**src/hdl/rme_pkg.sv**
```systemverilog
package rme_pkg;

  localparam int CORDIC_STEPS_DEF = 16;
  localparam int DATA_WIDTH_DEF   = 16;
  localparam int ANG_FRAC         = 29;
  localparam int AW               = 34;  // angle accumulator width
  localparam int CW               = 58;  // CORDIC x/y width, covers 2^17 growth at the default DATA_WIDTH
  localparam int SQW              = 32;  // radicand width
  localparam int SRW              = 17;  // root width
  localparam int OUT_SHIFT        = ANG_FRAC - 13;
  localparam logic signed [AW-1:0] HALF_PI_UNITS = 34'sd843314857;
  localparam logic signed [15:0] FULL_LIMIT = 16'sd25736;
  localparam logic signed [15:0] HALF_LIMIT = 16'sd12868;

  typedef struct packed {
    logic signed [CW-1:0] x;
    logic signed [CW-1:0] y;
    logic signed [AW-1:0] z;
    logic                 zero;
  } cordic_t;

  function automatic logic signed [AW-1:0] atan_lut(input int i);
    logic signed [AW-1:0] v;
    case (i)
      0: v = 34'sd421657428;  1: v = 34'sd248918915;  2: v = 34'sd131521918;
      3: v = 34'sd66762579;   4: v = 34'sd33510843;   5: v = 34'sd16771758;
      6: v = 34'sd8387925;    7: v = 34'sd4194219;    8: v = 34'sd2097141;
      9: v = 34'sd1048575;
      default: begin
        if (i < 30) v = AW'(64'sd1 <<< (29 - i));
        else v = '0;
      end
    endcase
    return v;
  endfunction

endpackage

```
**src/hdl/rme_sqrt.sv**
```systemverilog
module rme_sqrt (
  input  logic                  clk,
  input  logic                  en,
  input  logic [rme_pkg::SQW-1:0] n_in,
  output logic [rme_pkg::SRW-1:0] root
);
  import rme_pkg::*;

  localparam int NS = SQW / 2;
  logic [SQW-1:0] rem_r [NS+1];
  logic [SRW-1:0] q_r   [NS+1];

  always_ff @(posedge clk) begin
    if (en) begin
      rem_r[0] <= n_in;
      q_r[0]   <= '0;
    end
  end

  // one result bit per stage, trial-squaring method
  for (genvar i = 0; i < NS; i++) begin : g_bit
    localparam int B = NS - 1 - i;
    logic [SQW+1:0] trial;
    logic [SRW-1:0] qn;
    always_comb begin
      qn    = q_r[i] | (SRW'(1) << B);
      trial = (SQW+2)'(qn) * (SQW+2)'(qn);
    end
    always_ff @(posedge clk) begin
      if (en) begin
        rem_r[i+1] <= rem_r[i];
        q_r[i+1]   <= (trial <= (SQW+2)'(rem_r[i])) ? qn : q_r[i];
      end
    end
  end

  assign root = q_r[NS];
endmodule

```
**config.mk**
```make
export PLATFORM = sky130hd
export DESIGN_NAME = rme_sqrt
export DESIGN_NICKNAME = d
export VERILOG_FILES = /design/src/hdl/rme_pkg.sv /design/src/hdl/rme_sqrt.sv
export SDC_FILE = /design/constraint.sdc
export NUM_CORES = 2
export LEC_CHECK = 0
export BUFFER_PORTS_ARGS = -buffer_cell sky130_fd_sc_hd__buf_2
export CAP_MARGIN = 20
export CORE_ASPECT_RATIO = 0.75
export CORE_MARGIN = 3
export CORE_UTILIZATION = 57
export CTS_BUF_LIST = sky130_fd_sc_hd__clkbuf_4 sky130_fd_sc_hd__clkbuf_8
export CTS_CLUSTER_DIAMETER = 30
export DETAILED_ROUTE_END_ITERATION = 6
export PLACE_DENSITY = 0.73
export SYNTH_ARGS = -nofsm -noshare
export SYNTH_HDL_FRONTEND = slang
export SYNTH_SLANG_ARGS = --single-unit
```
**constraint.sdc**
```tcl
create_clock -name clk -period 12.4 [get_ports clk]
set_clock_uncertainty 0.2 [all_clocks]
set_input_delay 1.86 -clock clk [delete_from_list [all_inputs] [get_ports clk]]
set_output_delay 1.86 -clock clk [all_outputs]
set_load 0.02 [all_outputs]
```
# == Word-level counts from Yosys, hierarchy flattened ==
# Memories as Yosys holds them, arrays and structs flattened.
# Cells that the tools add are included.
# totals
word_cells,52
mem_count,2
ram_bits,833
ff_bits,0
output_inout_bits,17
in_bits,34
# classes
mul,16
n_mux,18
n_lt_le_gt_ge,16
# memory_table
memory,words,width,read_ports,rd_ports_with_merged_regs,wr,line_no,text
rem_r,17,32,16,0,17,rme_sqrt.sv:10,logic [SQW-1:0] rem_r [NS+1];
q_r,17,17,17,0,17,rme_sqrt.sv:11,logic [SRW-1:0] q_r [NS+1];
# op_table
cell,count
34-bit by 32-bit less-or-equal comparator with 1-bit output,16
17-bit by 17-bit multiplier with 34-bit output,16
16-bit 2-to-1 mux,1
15-bit 2-to-1 mux,1
14-bit 2-to-1 mux,1
13-bit 2-to-1 mux,1
12-bit 2-to-1 mux,1
11-bit 2-to-1 mux,1
10-bit 2-to-1 mux,1
9-bit 2-to-1 mux,1
8-bit 2-to-1 mux,1
7-bit 2-to-1 mux,1
6-bit 2-to-1 mux,1
5-bit 2-to-1 mux,1
4-bit 2-to-1 mux,1
1-bit 2-to-1 mux,3
3-bit 2-to-1 mux,1
2-bit 2-to-1 mux,1

# == Longest topological paths before layout ==
# An unclocked memory read counts as a cell.
# depth
word_depth,4
mapped_depth,33
depth_no_buf,32

# == Worst setup path after synthesis ==
# Ideal clock, no wire load.
# synth_path
kind,flip-flop to flip-flop
startpoint,"memory q_r[15][12], in the netlist q_r[0][267]"
endpoint,"memory q_r[16][0], in the netlist q_r[0][272], data pin"
stages_incl_launch_ff,30
slack_ns,4.869
setup_time_ns,0.190
t_arrival_ns,7.141
n_path_buf,3
path_cell_list,edfxtp_1 -> clkbuf_1 -> clkbuf_1 -> nand2_1 -> fa_1 -> inv_1 -> fa_1 -> fa_1 -> fa_1 -> fa_1 -> inv_1 -> fa_1 -> inv_1 -> ha_1 -> clkbuf_1 -> nand3_1 -> or2_2 -> nor2_1 -> nand3_1 -> a21o_1 -> a211o_1 -> o311ai_0 -> ha_1 -> a2111oi_0 -> o21ai_0 -> o21ai_0 -> nand3b_1 -> a21oi_1 -> a21oi_1 -> a2111oi_2
# synth_rtl
element,line_no
from (decl),rme_sqrt.sv:11

==> impl_results.rst <==
.. list-table::
   :header-rows: 1

   * - Metric
     - Value
   * - Arr. time, crit path
     - 9.14 ns
   * - Half-perimeter wire length after placement
     - 119000 µm
   * - Final routed wirelength across all metal layers
     - 148000 µm
   * - WP depth
     - 29
   * - Antenna violations before repair
     - 1
   * - Startpoint type of the worst setup path
     - flop
   * - Final total negative setup slack
     - 0 ns
   * - Number of buffers and inverters on the critical path
     - 5
   * - Worst hold path stage count
     - 0
   * - Outcome
     - finished, final reports clean
   * - Seq cells post-synth
     - 648
   * - Mapped Cells
     - roughly 6600
   * - Endpoint of the worst register-to-register path
     - q_r[0][256]
   * - Ratio of cells with drive above 1 in the final layout
     - 0.0457
   * - FF/Latch Area
     - 19500 µm²
   * - TritonCTS clock tree
     - done
   * - Worst setup slack for register-to-register paths
     - 3.60 ns
   * - Boundary Pins
     - 51
   * - Critical register-to-register path startpoint
     - q_r[0][240]
   * - Combined global-route utilization of all metal layers
     - 0.241
   * - Most used cell, CP
     - sky130_fd_sc_hd__fa_1
   * - Met3 Use GR
     - 0.0347
   * - Routed via count
     - 45326
   * - Avg Cell Area, Syn
     - 10.7 µm²
   * - Die Footprint
     - between 100000 and 150000 µm²
   * - Final ANT Viol Nets
     - 0
   * - Top fanout value on the critical path
     - 15
   * - Core Area
     - 121000 µm²
   * - CTS Hold Buffers Added
     - 0
   * - Clock Sinks
     - 648
   * - Type of the worst setup path
     - flop to flop
   * - Post-Syn Nets
     - slightly below 9000
   * - FMAX
     - between 0.1 and 0.15 GHz
   * - Cell area after technology mapping
     - 70300 µm²
   * - WL per Instance
     - around 18 µm
   * - Worst min path class
     - flop to flop
   * - Worst EP required
     - 12.74 ns
   * - Gp weighted congestion
     - between 0.9 and 1
   * - Worst stage delay on the critical path
     - roughly 0.83 ns
   * - Worst Min Path Start
     - rem_r[0][28]
   * - Cell type group with the largest total delay on the critical path
     - adder cells
   * - Sequential area share after synthesis
     - 0.277
   * - Footprint of the multi-input gates
     - around 44000 µm²
   * - Number of cells on the worst reg-to-reg path
     - 29
   * - Total of warnings raised by yosys
     - 0
   * - Die outline width
     - 412 µm
   * - Critical path endpoint category
     - flop
   * - GR Layer Usage met2
     - 0.379
   * - Overflow left after global routing
     - 0
   * - Number of global-route vias before repair
     - roughly 48000
   * - Top cells by area, synth
     - sky130_fd_sc_hd__edfxtp_1 28%, sky130_fd_sc_hd__fa_1 23%, sky130_fd_sc_hd__ha_1 21%
   * - Slew Limit Fails
     - 0
   * - Skew-Pair Late Insertion Delay
     - 0.82 ns
   * - Wire length of the first global-routing pass
     - about 250000 µm
   * - Unrepaired setup endpoints after global routing
     - false
   * - Largest area contributor in the netlist
     - sky130_fd_sc_hd__edfxtp_1
   * - Number of core rows
     - 110
   * - Ratio of final minimum period to clock period
     - 0.709
   * - Number of DRC markers in iteration 0
     - ~3200
   * - Die Y-Extent
     - 310 µm
   * - Worst-path clk slew
     - 0.07 ns
   * - Number of buffers created by CTS
     - 120
   * - Post-synth top flop
     - sky130_fd_sc_hd__edfxtp_1
   * - Met1 Resource Use GR
     - 0.361
   * - Share of synthesized registers carrying an async set or reset
     - 0
   * - Minimum clock period after layout
     - 8.80 ns
   * - Maximum number of buffers from clock root to sink
     - 3
   * - Endpoint of the worst hold path
     - rem_r[0][60]
   * - Number of setup violations in the final report
     - 0
   * - Worst path slowest cell
     - sky130_fd_sc_hd__edfxtp_1
   * - Number of H-tree levels
     - 3
   * - Input/output buffers
     - 49
   * - Rel. slew slack
     - 0.234
   * - Max Cap Violations
     - 0
   * - Avg Vias per Cell
     - 5.39
   * - Final Hold Viols
     - 0
   * - Number of synthesized flops with an enable pin
     - 648
   * - Count of different cell masters after synthesis
     - 79
   * - Count of nets after finishing
     - 8730
   * - Synth top area share
     - 0.277
   * - Detailed-route DRC error count
     - 0
   * - Clock tree root buffer cell
     - sky130_fd_sc_hd__clkbuf_8
   * - DRT Pass-1 Iters
     - 5
   * - Pin count of the biggest net entering global routing
     - 197
   * - Resized cells post-CTS
     - 0
   * - Buffers inserted during post-CTS setup optimization
     - 0
   * - Area added between synthesis and finish
     - 6.91%
   * - Layout filler cell count
     - 9651
   * - Global routing's busiest layer
     - met2
   * - Slew @ Worst Pin
     - 1.15 ns
   * - Initial Utilization
     - 0.580
how the worst max path moves through the flow:
stage / startpoint / to / slack, ns
detailed placement: q_r[0][240] / q_r[0][256] / 3.73
finish: q_r[0][240] / q_r[0][256] / 3.60
CTS: q_r[0][259] / q_r[0][272] / 3.68
floorplan: q_r[0][267] / q_r[0][272] / 4.87
global placement: q_r[0][240] / q_r[0][256] / 3.89
global route: q_r[0][259] / q_r[0][272] / 2.98
flip-flops by register name, indices dropped and copies added, names as in the netlist:
name / cells
q_r: 136
rem_r: 512
synth_stat cells, drive strengths merged (9+ instances only):
cell type	instances
inv	1615
ha	1203
fa	818
edfxtp	648
nand2	406
nor2	236
and2	212
a21oi	197
xnor2	173
o21ai	133
a21o	123
clkbuf	96
nand4	65
xor2	65
nor3	56
nor2b	51
nor4	47
nand3	45
o21a	40
and3	33
o21bai	32
a211oi	31
nand2b	27
or2	22
a31oi	19
o211ai	14
or3	13
a21boi	12
o31ai	12
nand3b	10
nor3b	9
nor4b	9
area by class of cell:
| type | count | share of cell area |
|---|---|---|
| Inverter | 1616 | 0.0807 |
| Multi-Input combinational cell | 4228 | 0.591 |
| Clock inverter | 85 | 0.0133 |
| Clock buffer | 141 | 0.0241 |
| Tap cell | 1624 | 0.0270 |
| Timing Repair Buffer | 61 | 0.00509 |
| Sequential cell | 648 | 0.259 |
| Antenna cell | 1 | 0.0000333 |
cells by family after synthesis:
group,count (synthesis),synth area share
fa+ha+maj,2021,0.447
buf+inv,1714,0.0915
simple gates,1265,0.0894
compound gates,695,0.0648
flops,648,0.277
xor+xnor,238,0.0296
mux,8,0.00123
other cells,1,0.0000533
per-stage QoR:
step	cells	worst slack (ns)	area, µm²	hold WS, ns	utilization
final	8404	3.60	75200	0.218	0.620
after global routing	8404	2.98	75200	0.224	0.620
after floorplan	6590	4.87	70300	0.200	-
after global placement	8176	3.89	72400	0.205	0.597
after CTS	8402	3.68	75200	0.208	0.620
after detailed placement	8176	3.73	72400	0.205	0.597
per-layer routing:
| metal | up-vias | part of all wire | wire (µm) |
|---|---|---|---|
| met4 | 0 | 0.016 | 2370 |
| li1 | 21657 | - | - |
| met3 | 187 | 0.056 | 8300 |
| met2 | 1120 | 0.45 | 66300 |
| met1 | 22362 | 0.48 | 71000 |
| met5 | - | 0 | 0 |
layout by cell type (no fill, tap or decap), types with 27 or more instances in the layout:
cell	instances
sky130_fd_sc_hd__nand4_1	65
sky130_fd_sc_hd__nand2_1	406
sky130_fd_sc_hd__and2_1	212
sky130_fd_sc_hd__buf_2	48
sky130_fd_sc_hd__xnor2_1	173
sky130_fd_sc_hd__xor2_1	65
sky130_fd_sc_hd__nand2b_1	27
sky130_fd_sc_hd__nor3_1	56
sky130_fd_sc_hd__inv_1	1615
sky130_fd_sc_hd__fa_1	818
sky130_fd_sc_hd__o21bai_1	32
sky130_fd_sc_hd__nor4_1	47
sky130_fd_sc_hd__and3_1	32
sky130_fd_sc_hd__nor2b_1	51
sky130_fd_sc_hd__a21o_1	123
sky130_fd_sc_hd__o21a_1	40
sky130_fd_sc_hd__a21oi_1	197
sky130_fd_sc_hd__nand3_1	45
sky130_fd_sc_hd__ha_1	1203
sky130_fd_sc_hd__o21ai_0	131
sky130_fd_sc_hd__nor2_1	236
sky130_fd_sc_hd__clkbuf_8	120
sky130_fd_sc_hd__a211oi_1	31
sky130_fd_sc_hd__edfxtp_1	648
Power is not shown: default switching activity piles up to over one toggle a cycle in this logic, so the estimate is an artifact.
